`config.mk`:
```
export PLATFORM = sky130hd
export DESIGN_NAME = button_press_classifier_flat
export DESIGN_NICKNAME = d
export VERILOG_FILES = /design/src/rtl/bpc_pkg.sv /design/src/rtl/bpc_if.sv /design/src/rtl/bpc_csr.sv /design/src/rtl/bpc_core.sv /design/src/rtl/button_press_classifier.sv /design/src/flat_wrapper.sv
export SDC_FILE = /design/constraint.sdc
export NUM_CORES = 1
export LEC_CHECK = 0
export CORE_MARGIN = 4
export CORE_UTILIZATION = 65
export CTS_BUF_LIST = sky130_fd_sc_hd__clkbuf_2 sky130_fd_sc_hd__clkbuf_4 sky130_fd_sc_hd__clkbuf_8
export DETAILED_ROUTE_END_ITERATION = 16
export DONT_BUFFER_PORTS = 1
export PLACE_DENSITY = 0.81
export SETUP_SLACK_MARGIN = 0.5
export SLEW_MARGIN = 30
export SYNTH_ARGS = -nofsm -noshare
export SYNTH_HDL_FRONTEND = slang
export SYNTH_SLANG_ARGS = --single-unit
```
`constraint.sdc`:
```
create_clock -name clock -period 4.8 [get_ports clock]
set_input_delay 0.48 -clock clock [delete_from_list [all_inputs] [get_ports clock]]
set_output_delay 0.48 -clock clock [all_outputs]
set_load 0.02 [all_outputs]
```
`src/rtl/bpc_pkg.sv`:
```
// ----------------------------------------------------------------------------
// bpc_pkg: shared types and constants of the button press classifier
// Item layouts, configuration register set and register indexes, reset values.
// ----------------------------------------------------------------------------
`default_nettype none

package bpc_pkg;

   localparam int MASK_W     = 3;
   localparam int CNT_W      = 16;
   localparam int CSR_IDX_W  = 2;
   localparam int CSR_DATA_W = 16;

   localparam logic [CNT_W-1:0] SHORT_TICKS_RST  = CNT_W'(4);
   localparam logic [CNT_W-1:0] LONG_TICKS_RST   = CNT_W'(125);
   localparam logic [CNT_W-1:0] REPEAT_LIMIT_RST = CNT_W'(200);
   localparam logic [CNT_W-1:0] CNT_MAX          = '1;

   typedef enum logic [CSR_IDX_W-1:0] {
      CSR_SHORT_TICKS  = 2'd0,
      CSR_LONG_TICKS   = 2'd1,
      CSR_REPEAT_LIMIT = 2'd2
   } csr_idx_type;

   typedef struct packed {
      logic [CNT_W-1:0] short_press_ticks;
      logic [CNT_W-1:0] long_press_ticks;
      logic [CNT_W-1:0] repeat_limit_ticks;
   } cfg_type;

   typedef struct packed {
      logic              clear_short;
      logic [MASK_W-1:0] keys_down;
   } req_item_type;

   typedef struct packed {
      logic              flag_long;
      logic              flag_short;
      logic              flag_released;
      logic              flag_pressed;
      logic [MASK_W-1:0] key_qualified;
      logic [MASK_W-1:0] key_now;
   } rsp_item_type;

   typedef struct packed {
      logic long_held;
      logic short_done;
      logic released;
      logic pressed;
   } flags_type;

endpackage

`default_nettype wire

```
`src/rtl/bpc_if.sv`:
```
// ----------------------------------------------------------------------------
// bpc_if: valid/ready channels of the button press classifier
// Request channel carries one scan tick, response channel one classification.
// ----------------------------------------------------------------------------
`default_nettype none

interface bpc_req_if;
   logic                       valid;
   logic                       ready;
   logic [bpc_pkg::MASK_W-1:0] keys_down;
   logic                       clear_short;

   modport source (output valid, output keys_down, output clear_short, input ready);
   modport sink   (input valid, input keys_down, input clear_short, output ready);
endinterface

interface bpc_rsp_if;
   logic                       valid;
   logic                       ready;
   logic [bpc_pkg::MASK_W-1:0] key_now;
   logic [bpc_pkg::MASK_W-1:0] key_qualified;
   logic                       flag_pressed;
   logic                       flag_released;
   logic                       flag_short;
   logic                       flag_long;

   modport source (output valid, output key_now, output key_qualified, output flag_pressed,
                   output flag_released, output flag_short, output flag_long,
                   input ready);
   modport sink   (input valid, input key_now, input key_qualified, input flag_pressed,
                   input flag_released, input flag_short, input flag_long,
                   output ready);
endinterface

`default_nettype wire

```
`src/rtl/bpc_csr.sv`:
```
// ----------------------------------------------------------------------------
// bpc_csr: threshold registers
// Write-only register file holding the short, long and repeat thresholds.
// ----------------------------------------------------------------------------
`default_nettype none

module bpc_csr (
   input  logic                                clock,
   input  logic                                reset,
   input  logic                                csr_write_en,
   input  logic [bpc_pkg::CSR_IDX_W-1:0]       csr_index,
   input  logic [bpc_pkg::CSR_DATA_W-1:0]      csr_wdata,
   output bpc_pkg::cfg_type                    cfg
);

   bpc_pkg::cfg_type cfg_ff;
   bpc_pkg::cfg_type cfg_in;

   // decode the write; unused indexes drop the data
   always_comb begin
      cfg_in = cfg_ff;
      if (csr_write_en) begin
         case (bpc_pkg::csr_idx_type'(csr_index))
            bpc_pkg::CSR_SHORT_TICKS:  cfg_in.short_press_ticks  = csr_wdata;
            bpc_pkg::CSR_LONG_TICKS:   cfg_in.long_press_ticks   = csr_wdata;
            bpc_pkg::CSR_REPEAT_LIMIT: cfg_in.repeat_limit_ticks = csr_wdata;
            default:                   cfg_in = cfg_ff;
         endcase
      end
   end

   always_ff @(posedge clock) begin
      if (reset) begin
         cfg_ff.short_press_ticks  <= bpc_pkg::SHORT_TICKS_RST;
         cfg_ff.long_press_ticks   <= bpc_pkg::LONG_TICKS_RST;
         cfg_ff.repeat_limit_ticks <= bpc_pkg::REPEAT_LIMIT_RST;
      end else begin
         cfg_ff <= cfg_in;
      end
   end

   assign cfg = cfg_ff;

endmodule

`default_nettype wire

```
`src/rtl/bpc_core.sv`:
```
// ----------------------------------------------------------------------------
// bpc_core: press classification state and next-state logic
// Holds the mask, hold counter and flags; classifies one scan tick per advance.
// ----------------------------------------------------------------------------
`default_nettype none

module bpc_core (
   input  logic                   clock,
   input  logic                   reset,
   input  logic                   advance,
   input  bpc_pkg::req_item_type  item,
   input  bpc_pkg::cfg_type       cfg,
   output bpc_pkg::rsp_item_type  result
);

   logic [bpc_pkg::MASK_W-1:0] held_mask_ff;
   logic [bpc_pkg::MASK_W-1:0] held_mask_in;
   logic [bpc_pkg::CNT_W-1:0]  hold_counter_ff;
   logic [bpc_pkg::CNT_W-1:0]  hold_counter_in;
   bpc_pkg::flags_type         flags_ff;
   bpc_pkg::flags_type         flags_in;
   logic [bpc_pkg::MASK_W-1:0] key_qualified;
   logic                       mask_changed;
   logic                       cnt_can_inc;

   assign mask_changed = (item.keys_down != held_mask_ff);
   assign cnt_can_inc  = (hold_counter_ff <= cfg.repeat_limit_ticks) &&
                         (hold_counter_ff != bpc_pkg::CNT_MAX);

   // classify the tick: acknowledge first, then change or hold handling
   always_comb begin
      flags_in        = flags_ff;
      held_mask_in    = held_mask_ff;
      hold_counter_in = hold_counter_ff;
      key_qualified   = '0;
      if (item.clear_short) begin
         flags_in.short_done = 1'b0;
      end
      if (mask_changed) begin
         flags_in.released = 1'b1;
         if ((held_mask_ff != '0) && (hold_counter_ff >= cfg.short_press_ticks)) begin
            flags_in.pressed    = 1'b0;
            flags_in.long_held  = 1'b0;
            flags_in.short_done = 1'b1;
            key_qualified       = held_mask_ff;
         end
         hold_counter_in = '0;
         held_mask_in    = item.keys_down;
      end else if (item.keys_down != '0) begin
         if (cnt_can_inc) begin
            hold_counter_in = hold_counter_ff + bpc_pkg::CNT_W'(1);
         end
         if (hold_counter_in >= cfg.long_press_ticks) begin
            flags_in.long_held = 1'b1;
            key_qualified      = held_mask_ff;
         end
         if (hold_counter_in == cfg.short_press_ticks) begin
            flags_in.pressed  = 1'b1;
            flags_in.released = 1'b0;
            key_qualified     = held_mask_ff;
         end
      end
   end

   // commit state only when the tick moves into the result register
   always_ff @(posedge clock) begin
      if (reset) begin
         held_mask_ff    <= '0;
         hold_counter_ff <= '0;
         flags_ff        <= '0;
      end else if (advance) begin
         held_mask_ff    <= held_mask_in;
         hold_counter_ff <= hold_counter_in;
         flags_ff        <= flags_in;
      end
   end

   always_comb begin
      result.key_now       = item.keys_down;
      result.key_qualified = key_qualified;
      result.flag_pressed  = flags_in.pressed;
      result.flag_released = flags_in.released;
      result.flag_short    = flags_in.short_done;
      result.flag_long     = flags_in.long_held;
   end

   // a changed mask restarts the hold count
   a_change_restarts: assert property (@(posedge clock) disable iff (reset)
      (advance && mask_changed) |=> (hold_counter_ff == '0))
      else $error("hold counter not restarted after mask change");

   // state holds while no tick advances
   a_state_holds: assert property (@(posedge clock) disable iff (reset)
      !advance |=> ($stable(held_mask_ff) && $stable(hold_counter_ff) && $stable(flags_ff)))
      else $error("classifier state moved without a tick");

   // a qualified release is a short press that ends pressed and long
   a_release_short: assert property (@(posedge clock) disable iff (reset)
      (advance && mask_changed && (result.key_qualified != '0)) |->
      (result.flag_short && !result.flag_pressed && !result.flag_long))
      else $error("qualified release without short press");

   // a reported mask is always the held mask
   a_valid_is_held: assert property (@(posedge clock) disable iff (reset)
      (advance && (result.key_qualified != '0)) |-> (result.key_qualified == held_mask_ff))
      else $error("reported mask differs from held mask");

endmodule

`default_nettype wire

```
`src/rtl/button_press_classifier.sv`:
```
// ----------------------------------------------------------------------------
// button_press_classifier: debounce and short/long press classification
// Three-button scan ticks in, one classification per tick out.
// ----------------------------------------------------------------------------
// Usage:
//   req_chan carries one scan tick per item: the pressed mask keys_down and
//   clear_short, which acknowledges a pending short press before the tick.
//   rsp_chan returns exactly one item per tick: the sampled mask, the mask
//   qualified this tick (0 if none) and the four press flags after the tick.
//   Thresholds are written through csr_write_en/csr_index/csr_wdata while
//   no tick is in flight; index 0 short, 1 long, 2 repeat limit, others
//   are ignored.
//   After acceptance the tick waits in the input register and is then
//   classified into the result register, from which rsp_chan takes it.
//   Throughput is one item per cycle while rsp_chan.ready stays high,
//   with the compare/increment path lying between those two registers.
//   Reset clears the held mask, hold counter and flags, loads the default
//   thresholds (4, 125, 200) and empties both registers.
//   When the receiver stalls the result register holds, the input register
//   takes one more item, and then req_chan.ready drops until rsp_chan moves.
// ----------------------------------------------------------------------------
`default_nettype none

module button_press_classifier (
   input  logic                            clock,
   input  logic                            reset,
   bpc_req_if.sink                         req_chan,
   bpc_rsp_if.source                       rsp_chan,
   input  logic                            csr_write_en,
   input  logic [bpc_pkg::CSR_IDX_W-1:0]   csr_index,
   input  logic [bpc_pkg::CSR_DATA_W-1:0]  csr_wdata
);

   bpc_pkg::cfg_type       cfg;
   bpc_pkg::req_item_type  in_item_ff;
   bpc_pkg::req_item_type  in_item_in;
   logic                   in_valid_ff;
   logic                   in_valid_in;
   bpc_pkg::rsp_item_type  out_item_ff;
   bpc_pkg::rsp_item_type  core_result;
   logic                   out_valid_ff;
   logic                   out_valid_in;
   logic                   out_free;
   logic                   advance;
   logic                   req_take;

   bpc_csr u_csr (
      .clock        (clock),
      .reset        (reset),
      .csr_write_en (csr_write_en),
      .csr_index    (csr_index),
      .csr_wdata    (csr_wdata),
      .cfg          (cfg)
   );

   // handshake: result register frees when empty or taken
   assign out_free       = !out_valid_ff || rsp_chan.ready;
   assign advance        = in_valid_ff && out_free;
   assign req_chan.ready = !in_valid_ff || advance;
   assign req_take       = req_chan.valid && req_chan.ready;

   // input register: load on accept, drain on advance
   always_comb begin
      in_item_in  = in_item_ff;
      in_valid_in = in_valid_ff;
      if (req_take) begin
         in_item_in.keys_down   = req_chan.keys_down;
         in_item_in.clear_short = req_chan.clear_short;
         in_valid_in            = 1'b1;
      end else if (advance) begin
         in_valid_in = 1'b0;
      end
   end

   always_ff @(posedge clock) begin
      if (reset) begin
         in_valid_ff <= 1'b0;
      end else begin
         in_valid_ff <= in_valid_in;
      end
   end

   always_ff @(posedge clock) begin
      in_item_ff <= in_item_in;
   end

   bpc_core u_core (
      .clock   (clock),
      .reset   (reset),
      .advance (advance),
      .item    (in_item_ff),
      .cfg     (cfg),
      .result  (core_result)
   );

   // result register: load on advance, hold while stalled
   assign out_valid_in = advance || (out_valid_ff && !rsp_chan.ready);

   always_ff @(posedge clock) begin
      if (reset) begin
         out_valid_ff <= 1'b0;
      end else begin
         out_valid_ff <= out_valid_in;
      end
   end

   always_ff @(posedge clock) begin
      if (advance) begin
         out_item_ff <= core_result;
      end
   end

   assign rsp_chan.valid         = out_valid_ff;
   assign rsp_chan.key_now       = out_item_ff.key_now;
   assign rsp_chan.key_qualified = out_item_ff.key_qualified;
   assign rsp_chan.flag_pressed  = out_item_ff.flag_pressed;
   assign rsp_chan.flag_released = out_item_ff.flag_released;
   assign rsp_chan.flag_short    = out_item_ff.flag_short;
   assign rsp_chan.flag_long     = out_item_ff.flag_long;

endmodule

`default_nettype wire

```
`src/flat_wrapper.sv`:
```
// flat-port wrapper written by rule: the top's interface ports become plain ports
module button_press_classifier_flat 
  (clock, reset, csr_write_en, csr_index, csr_wdata, req_chan_valid, req_chan_keys_down, req_chan_clear_short, req_chan_ready, rsp_chan_valid, rsp_chan_key_now, rsp_chan_key_qualified, rsp_chan_flag_pressed, rsp_chan_flag_released, rsp_chan_flag_short, rsp_chan_flag_long, rsp_chan_ready);
  bpc_req_if req_chan_i ();
  bpc_rsp_if rsp_chan_i ();
  input  logic clock;
  input  logic reset;
  input  logic csr_write_en;
  input  logic [bpc_pkg::CSR_IDX_W-1:0] csr_index;
  input  logic [bpc_pkg::CSR_DATA_W-1:0] csr_wdata;
  input wire logic [$bits(req_chan_i.valid)-1:0] req_chan_valid;
  input wire logic [$bits(req_chan_i.keys_down)-1:0] req_chan_keys_down;
  input wire logic [$bits(req_chan_i.clear_short)-1:0] req_chan_clear_short;
  output wire logic [$bits(req_chan_i.ready)-1:0] req_chan_ready;
  output wire logic [$bits(rsp_chan_i.valid)-1:0] rsp_chan_valid;
  output wire logic [$bits(rsp_chan_i.key_now)-1:0] rsp_chan_key_now;
  output wire logic [$bits(rsp_chan_i.key_qualified)-1:0] rsp_chan_key_qualified;
  output wire logic [$bits(rsp_chan_i.flag_pressed)-1:0] rsp_chan_flag_pressed;
  output wire logic [$bits(rsp_chan_i.flag_released)-1:0] rsp_chan_flag_released;
  output wire logic [$bits(rsp_chan_i.flag_short)-1:0] rsp_chan_flag_short;
  output wire logic [$bits(rsp_chan_i.flag_long)-1:0] rsp_chan_flag_long;
  input wire logic [$bits(rsp_chan_i.ready)-1:0] rsp_chan_ready;
  assign req_chan_i.valid = req_chan_valid;
  assign req_chan_i.keys_down = req_chan_keys_down;
  assign req_chan_i.clear_short = req_chan_clear_short;
  assign req_chan_ready = req_chan_i.ready;
  assign rsp_chan_valid = rsp_chan_i.valid;
  assign rsp_chan_key_now = rsp_chan_i.key_now;
  assign rsp_chan_key_qualified = rsp_chan_i.key_qualified;
  assign rsp_chan_flag_pressed = rsp_chan_i.flag_pressed;
  assign rsp_chan_flag_released = rsp_chan_i.flag_released;
  assign rsp_chan_flag_short = rsp_chan_i.flag_short;
  assign rsp_chan_flag_long = rsp_chan_i.flag_long;
  assign rsp_chan_i.ready = rsp_chan_ready;
  button_press_classifier u_core (.clock(clock), .reset(reset), .req_chan(req_chan_i), .rsp_chan(rsp_chan_i), .csr_write_en(csr_write_en), .csr_index(csr_index), .csr_wdata(csr_wdata));
endmodule
```
==> out/qor.yml, run 1 <==
status: "finished, final reports clean"
switchingPower_mw: 0.418
p_seq_share_pct: 55.0
coreArea_sq_um: 8760
synth_common_cells: "nand2_1 (130), a21oi_1 (91), dfxtp_1 (73)"
critPathKind: "reg -> reg"
async_flop_share_pct: 0
ir_drop_mv: 0.230
syn2layout_area_growth_pct: 8.24
max-clock-path-buffers: 2
finalCritPeriodShare_pct: 86.6
finalCriticalPeriod_ns: 4.15
cpMaxStageDelayCell: "or4_1"
finalMaxSlewViolations: 0
setup_viol: 0
setup_ws_ns: 0.645
critPathBufInv: 2
synth_seq_area_share_pct: 31.9
start_util_pct: 67.4
rows: 34
crit_path_end_kind: "flop"
rsz0062_at_grt: "no"
stdcell_count: 869
grt_antenna_before_repair: 0
gp_congestion: 1.03
io_pins: 39
power_density_nw_per_um2: 224
die-area_sq_um: 10700
drc: 0
overflow: 0
cts.sinks: 87
tns_ns: 0
yosys_most_used_dff: "dfxtp_1"
dieWidth_um: 103
num_vias: 5727
die_y_um: 103
worst_setup_path_start_kind: "flop"
fin_worst_hold_slack_ns: 0.168
swShare_pct: 29.2
path_delay_family: "simple AND/OR/NAND/NOR gates"
internal-power_mw: 1.01
maxCapViolations: 0
drt-pass1-iter-count: 7
path_clk_slew_ns: 0.11
ys_ff_latch: 87
via_per_inst: 6.59
p_clk_share_pct: 36.6
grt.total_usage_pct: 33.6
synth_most_common_cell: "nand2_1"
dp_hpwl_um: 13000
dp.cells: 847
crit_top_cell: "ha_1"
portBuffers: 0
first_iter_violations: 524
fmax_mhz: 241
clkLatencyLatePin_ns: 0.37
ant_nets: 0
tritoncts: "built"
slowest_delay_ns: 0.56
routed_wl_um: 17500
relSlewSlack_pct: 35.0
synth_edf_count: 14
cp_data_arrival_time_ns: 4.38
place_ws_ns: 0.331
drive_gt1_share_pct: 12.9
hold_class: "in -> reg"
p_leak_nw: 2.55
cts_made_buffers: 9
worst_slew_pin_slew_ns: 0.971
yosysTopAreaCell: "dfxtp_1"
hold_viol: 0
finish.utilization_pct: 72.9
grt_pass1_vias: 5302
netlist.area_leader.share_pct: 24.8
grt_max_degree: 75
worstPathCellList: "inv_1 > ha_1 > and4_1 > and2_2 > a21oi_4 > nand3_2 > a211oi_4 > nand2_1 > xnor2_1 > ha_1 > nand4_1 > or4_1 > o21ai_2 > a21boi_2 > buf_4 > a21boi_0"
skew_ns: 0.0209
synthTopCellsByArea: "dfxtp_1 (25%), ha_1 (10%), nand2_1 (8.3%)"
wire_per_inst_um: 20.2
final_nets: 832
yosysWarnings: 0
syn_area_per_cell_sq_um: 7.94
pwr-share-comb_pct: 8.4
root_buffer: "clkbuf_8"
crit_fanout: 5
grt_pass1_wl_um: 27600
syn_nets: 820
cts_max_level: 3
synth_cell_types: 72
synth_cells: 744
synth_area_sq_um: 5900
cp.required_ns: 5.02
holdBufCountCts: 0
diodes: 0
[per-stage QoR]
stage	cell area, sq um	total power [mW]
after floorplan	5900	0.893
after global placement	6050	0.911
after detailed placement	6050	0.918
after CTS	6270	1.43
after global routing	6390	1.48
final	6390	1.43
[metal layers]
metal / up-vias / global-route usage [%] / share of wire (%)
li1: 2656 / - / -
met1: 2695 / 47.2 / 43
met2: 299 / 51.8 / 44
met3: 77 / 6.17 / 9.2
met4: 0 / 12.4 / 4.3
met5: - / 0 / 0
[what timing repair did]
| action | CTS | global route |
|---|---|---|
| gates resized for setup | 9 | 19 |
| buffers inserted | 0 | 6 |
| endpoints found under the setup margin | 4 | 4 |
| hold endpoints to repair | 0 | 0 |
| pin swaps | 2 | 8 |
[power by group through the flow]
| stage | clock network [mW] | registers (mW) | logic, mW |
|---|---|---|---|
| after floorplan | 0 | 0.796 | 0.0968 |
| final | 0.524 | 0.788 | 0.120 |
| after global routing | 0.551 | 0.791 | 0.135 |
| after CTS | 0.523 | 0.787 | 0.116 |
| after global placement | 0 | 0.803 | 0.109 |
| after detailed placement | 0 | 0.804 | 0.114 |
[cells by family after synthesis]
kind of cell	Yosys count	synth area share [%]
simple gates	293	24.9
compound gates	192	20.5
buf+inv	94	7.99
flops	87	31.9
fa+ha+maj	49	10.4
xor+xnor	28	4.15
mux	1	0.170
[layout make-up]
type / count / area (sq um)
sequential: 87 / 1890
tap: 108 / 135
inverter: 54 / 203
multi-input combinational: 563 / 3660
clock inverter: 7 / 75.1
fill: 690 / 2370
timing repair buffer: 41 / 308
clock buffer: 9 / 124
[sequential cells by signal, summed over array words and instances, names as in the netlist]
signal / cells
u_core.rsp_chan.flag_pressed: 1
u_core.rsp_chan.flag_short: 1
u_core.u_core.flags_ff: 4
u_core.in_valid_ff: 1
u_core.rsp_chan.key_now: 3
u_core.rsp_chan.key_qualified: 3
u_core.u_core.held_mask_ff: 3
u_core.u_core.hold_counter_ff: 16
u_core.in_item_ff: 4
u_core.rsp_chan.valid: 1
u_core.u_csr.cfg: 48
u_core.rsp_chan.flag_released: 1
u_core.rsp_chan.flag_long: 1
[cell usage in the layout (no fill, tap or decap), drive strengths merged, types with 14 or more instances in the layout]
cell / instances
a21o: 19
a21oi: 91
buf: 41
dfxtp: 73
edfxtp: 14
ha: 49
inv: 56
nand2: 130
nand3: 21
nand4: 20
nor2: 41
o21ai: 26
xnor2: 23
[worst paths after layout]
path                              from                                end  slack, ns  depth (start not counted)
hold reg to reg   u_core.u_csr.cfg[25]               u_core.u_csr.cfg[25]       0.46                          2
setup / recovery  u_core.u_csr.cfg[13]   u_core.rsp_chan.key_qualified[1]       0.65                         16
setup reg to reg  u_core.u_csr.cfg[13]   u_core.rsp_chan.key_qualified[1]       0.65                         16
hold / removal                   reset  u_core.u_core.hold_counter_ff[12]       0.17                          1
Power figures use the tool's default switching activity.
==> inputs of run 2 (changes only) <==
GPL_TIMING_DRIVEN = 0   (was default)
==> out/qor.yml, run 2 (synthesized netlist as in run 1, its figures left out) <==
grt_pass1_vias: 5778  # +9.0%
num_vias: 6085  # +6.3%
ant_nets: 0  # unchanged
hold_class: "in -> reg"
max-clock-path-buffers: 2  # unchanged
crit_path_end_kind: "flop"
drt-pass1-iter-count: 6  # -1
grt_pass1_wl_um: 30700  # +11%
io_pins: 39  # unchanged
die_y_um: 103  # unchanged
finalMaxSlewViolations: 0  # unchanged
power_density_nw_per_um2: 236  # +5.1%
clkLatencyLatePin_ns: 0.38  # about the same
grt_antenna_before_repair: 0  # unchanged
dieWidth_um: 103  # unchanged
rsz0062_at_grt: "yes"
finish.utilization_pct: 75.2  # +2.2 points
r2r-end: "u_core.rsp_chan.flag_long"
hold_viol: 0  # unchanged
setup_viol: 0  # unchanged
reg2regPathDepth: 16  # unchanged
status: "finished, final reports clean"
hold_end: "u_core.in_item_ff[1]"
skew_ns: 0.0158  # -0.00511 ns
worstPathCellList: "ha_1 > a41oi_1 > o21ai_0 > nand2_2 > nand3_1 > clkbuf_8 > a211oi_4 > buf_4 > nand2_1 > xnor2_1 > ha_1 > nand4_1 > or4_1 > o21ai_2 > a21oi_1 > a211oi_1"
cts_made_buffers: 9  # unchanged
grt.total_usage_pct: 38.2  # +4.6 points
worst_slew_pin_slew_ns: 0.916  # -0.0547 ns
grt_max_degree: 19  # -75%
p_leak_nw: 2.58  # +1.3%
maxCapViolations: 0  # unchanged
root_buffer: "clkbuf_8"
first_iter_violations: 756  # +44%
cts.sinks: 87  # unchanged
drive_gt1_share_pct: 13.1  # +0.19 points
coreArea_sq_um: 8760  # unchanged
fmax_mhz: 238  # -1.2%
min_from: "req_chan_keys_down[1]"
cp_data_arrival_time_ns: 4.42  # +0.04 ns
crit_fanout: 10  # +5
dp_hpwl_um: 14200  # +8.9%
slowest_delay_ns: 0.56  # about the same
syn2layout_area_growth_pct: 11.6
path_clk_slew_ns: 0.11  # about the same
cp.required_ns: 5.01  # about the same
finalPower_mw: 1.55  # +8.3%
via_per_inst: 6.91  # +4.8%
layout_commonest_cell: "nand2_1"
gp_congestion: 1.00  # -2.2%
die-area_sq_um: 10700  # unchanged
diodes: 0  # unchanged
finalCriticalPeriod_ns: 4.21  # +0.0526 ns
routed_wl_um: 20100  # +14%
largest_register_ffs: 48  # unchanged
r2r_slack_ns: 0.59  # -0.05 ns
ir_drop_mv: 0.241  # +4.5%
tritoncts: "built"
holdBufCountCts: 0  # unchanged
min_path_cells: 0  # -1
layout_common_cells: "nand2_1 (127), a21oi_1 (90), dfxtp_1 (62), inv_1 (53), ha_1 (48)"
finalCritPeriodShare_pct: 87.7  # +1.1 points
critPathKind: "reg -> reg"
cpMaxStageDelayCell: "or4_1"
overflow: 0  # unchanged
cts_max_level: 3  # unchanged
crit_top_cell: "ha_1"
final_nets: 844  # +1.4%
worst_setup_path_start_kind: "flop"
wire_per_inst_um: 22.8  # +13%
dp.cells: 852  # +0.59%
relSlewSlack_pct: 38.2  # +3.2 points
stdcell_count: 881  # +1.4%
r2r_start: "u_core.u_core.hold_counter_ff[9]"
drc: 0  # unchanged
rows: 34  # unchanged
start_util_pct: 67.4  # unchanged
portBuffers: 0  # unchanged
==> run 2: worst max path at each step <==
stage	slack [ns]	endpoint	from	depth (start not counted)
floorplan	0.55	u_core.rsp_chan.key_qualified[0]	u_core.u_core.hold_counter_ff[1]	18
global placement	-0.53	u_core.rsp_chan.key_qualified[1]	u_core.u_core.hold_counter_ff[0]	19
detailed placement	-0.57	u_core.rsp_chan.key_qualified[2]	u_core.u_core.hold_counter_ff[1]	18
CTS	0.50	u_core.rsp_chan.key_qualified[2]	u_core.u_core.hold_counter_ff[3]	18
global route	0.43	u_core.rsp_chan.key_qualified[0]	u_core.u_csr.cfg[6]	19
finish	0.59	u_core.rsp_chan.flag_long	u_core.u_core.hold_counter_ff[9]	16
==> run 2: layout make-up <==
cell class              instances  area, sq um
repair buffers                 13         97.6
multi-input cells             563         3740
well taps                     108          135
plain buffers                  40          283
inverters                      54          203
clock buffers                   9          124
flip-flops and latches         87         1910
clock inverters                 7          103
fillers                       586         2180
==> run 2: power by group <==
group	internal (mW)	switching, mW	total [mW]
logic	0.0538	0.0975	0.151
clock network	0.301	0.313	0.614
registers	0.761	0.0247	0.786
==> run 2: layer usage <==
metal	up-vias	share of wire (%)	wire (um)	track usage (%)
li1	2680	-	-	-
met1	2813	37	7410	47.7
met2	486	46	9160	61.6
met3	106	12	2380	8.65
met4	0	5.6	1120	20.5
met5	-	0	0	0
==> run 2: repair_timing <==
action / CTS / global route
endpoints found under the setup margin: 5 / 5
pin swaps: 4 / 10
setup buffers: 2 / 11
resized for setup: 34 / 29
==> run 2: through the flow <==
step | setup WS (ns) | hold slack [ns] | area [sq um] | TNS [ns]
after global placement | -0.525 | 0.444 | 6040 | -1.94
after floorplan | 0.547 | 0.436 | 5900 | 0
after detailed placement | -0.567 | 0.448 | 6050 | -2.09
final | 0.593 | 0.182 | 6590 | 0
after global routing | 0.432 | 0.181 | 6590 | 0
after CTS | 0.504 | 0.190 | 6400 | 0
==> run 2: worst max-delay path: cells and delay by family, from the launching register on <==
| kind | cells | cell delay [ns] |
|---|---|---|
| AOI/OAI and AO/OA | 6 | 1.29 |
| xor gates and xnor gates | 1 | 0.17 |
| DFF | 1 | 0.46 |
| adders and majority gates | 2 | 0.64 |
| buffers and inverters | 2 | 0.37 |
| and+or+nand+nor | 5 | 1.08 |
==> inputs of run 3 (changes only) <==
clock period = 3.9 ns   (was 4.8 ns; I/O delays follow)
==> out/qor.yml, run 3 (synthesized netlist as in run 1, its figures left out) <==
root_buffer: "clkbuf_8"
ant_nets: 0  # unchanged
setup_ws_ns: -0.179  # -0.772 ns
worst_setup_path_start_kind: "flop"
fill_cells: 504  # -14%
final_nets: 880  # +4.3%
syn2layout_area_growth_pct: 22.0
io_pins: 39  # unchanged
grt.total_usage_pct: 38.3  # about the same
largest_register_ffs: 48  # unchanged
worstPathCellList: "inv_1 > ha_4 > a21oi_1 > o21ai_2 > a21oi_4 > nand3_4 > buf_8 > a211oi_4 > nand3_2 > xnor2_2 > ha_1 > a21o_1 > a21oi_2 > nor2_1 > a211oi_2 > o21ai_4 > a21boi_4 > a21boi_1"
rsz0062_at_grt: "yes"
startpoint: "u_core.u_csr.cfg[7]"
critPathBufInv: 2  # unchanged
tritoncts: "built"
worst_slew_pin_slew_ns: 0.878  # -0.0384 ns
finalCriticalPeriod_ns: 4.08  # -0.128 ns
drive_gt1_share_pct: 23.6  # +11 points
gp_congestion: 0.931  # -7.2%
drt-pass1-iter-count: 6  # unchanged
diodes: 0  # unchanged
dp_hpwl_um: 14000  # -0.98%
max-clock-path-buffers: 2  # unchanged
layout_common_cells: "nand2_1 (122), a21oi_1 (85), dfxtp_1 (50), inv_1 (47), buf_4 (45)"
wl_met2_um: 9790  # +6.8%
path_clk_slew_ns: 0.11  # about the same
grt_max_degree: 19  # unchanged
start_util_pct: 67.4  # unchanged
cp.required_ns: 4.03  # -0.98 ns
clkLatencyLatePin_ns: 0.38  # about the same
tns_ns: -0.792  # -0.792 ns
maxCapViolations: 0  # unchanged
place_ws_ns: -0.446  # +0.120 ns
critPathKind: "reg -> reg"
design_area_sq_um: 7200  # +9.3%
hold_class: "in -> reg"
violations: "setup timing"
overflow: 0  # unchanged
num_vias: 6473  # +6.4%
setup_viol: 5  # +5
wl_met1_um: 7880  # +6.4%
cts_max_level: 3  # unchanged
holdBufCountCts: 0  # unchanged
crit_fanout: 5  # -5
routed_wl_um: 22400  # +12%
coreArea_sq_um: 8760  # unchanged
finalMaxSlewViolations: 0  # unchanged
wire_per_inst_um: 24.4  # +7.2%
first_iter_violations: 891  # +18%
grt_antenna_before_repair: 0  # unchanged
status: "finished with violations"
fmax_mhz: 245  # +3.1%
cp_data_arrival_time_ns: 4.21  # -0.21 ns
min_from: "req_chan_keys_down[1]"
grt_pass1_vias: 5836  # +1.0%
r2r_start: "u_core.u_csr.cfg[7]"
dieWidth_um: 103  # unchanged
p_leak_nw: 2.85  # +11%
cts_made_buffers: 9  # unchanged
finalCritPeriodShare_pct: 105  # +17 points
cpMaxStageDelayCell: "dfxtp_1"
power_density_nw_per_um2: 253  # +7.4%
slowest_delay_ns: 0.36  # -0.20 ns
hold_viol: 0  # unchanged
wl_met3_um: 2960  # +24%
fin_worst_hold_slack_ns: 0.0987  # -0.0830 ns
path_delay_family: "compound AO/OA/AOI/OAI gates"
via_per_inst: 7.06  # +2.2%
rows: 34  # unchanged
die-area_sq_um: 10700  # unchanged
cts.sinks: 87  # unchanged
drc: 0  # unchanged
ir_drop_mv: 0.279  # +16%
relSlewSlack_pct: 40.0  # +1.7 points
portBuffers: 0  # unchanged
die_y_um: 103  # unchanged
skew_ns: 0.0198  # +0.00406 ns
post_dp_cell_area_sq_um: 6170  # +2.0%
layout_commonest_cell: "nand2_1"
routed.top_layer: "met4"
grt_pass1_wl_um: 30900  # +0.79%
crit_path_end_kind: "flop"
==> run 3: cell types whose count changed in the layout (fill, tap and decap cells not counted), moves of 6 or more <==
cell / previous run / this run
dfxtp_2: 7 / 14
ha_4: 1 / 11
buf_4: 14 / 45
dfxtp_1: 62 / 50
ha_1: 48 / 38
inv_1: 53 / 47
inv_2: 0 / 6
==> run 3: per-stage QoR <==
stage / instances / total power [mW] / utilization, %
2_1_floorplan: 744 / 1.10 / -
3_3_place_gp: 852 / 1.14 / 70.3
3_5_place_dp: 852 / 1.15 / 70.4
4_1_cts: 890 / 1.78 / 76.9
5_1_grt: 917 / 1.86 / 82.2
6_report: 917 / 1.82 / 82.2
==> run 3: report_power, final <==
part | leakage, nW | internal, mW | total (mW) | switching (mW)
Sequential | 0.741 | 0.934 | 0.966 | 0.0319
Clock | 0.0981 | 0.253 | 0.649 | 0.396
Combinational | 2.02 | 0.0755 | 0.206 | 0.131
Total | 2.85 | 1.26 | 1.82 | 0.559
==> run 3: metal layers <==
layer,up-vias,track usage [%]
met5,-,0
met4,0,18.1
met3,188,8.79
met2,592,60.5
met1,2945,49.6
li1,2748,-
==> run 3: path summary, 6_finish.rpt <==
| path | end | slack, ns | depth (start not counted) |
|---|---|---|---|
| max reg2reg | u_core.rsp_chan.key_qualified[2] | -0.18 | 18 |
| min | u_core.in_item_ff[1] | 0.1 | 0 |
| min reg2reg | u_core.u_csr.cfg[14] | 0.47 | 2 |
| max | u_core.rsp_chan.key_qualified[2] | -0.18 | 18 |
==> run 3: what timing repair did <==
action                     CTS  global route
buffers inserted            22            26
pin swaps                   22            38
setup endpoints to repair    5             9
gates cloned                 0             1
gates resized for setup     48            55
==> run 3: area by class of cell <==
cell class	instances	area (sq um)	share of cell area, %
Timing Repair Buffer	49	414	5.75
Multi-Input combinational cell	563	4000	55.6
Clock buffer	9	124	1.72
Tap cell	108	135	1.88
Buffer	40	317	4.40
Clock inverter	7	75.1	1.04
Sequential cell	87	1930	26.8
Inverter	54	203	2.81
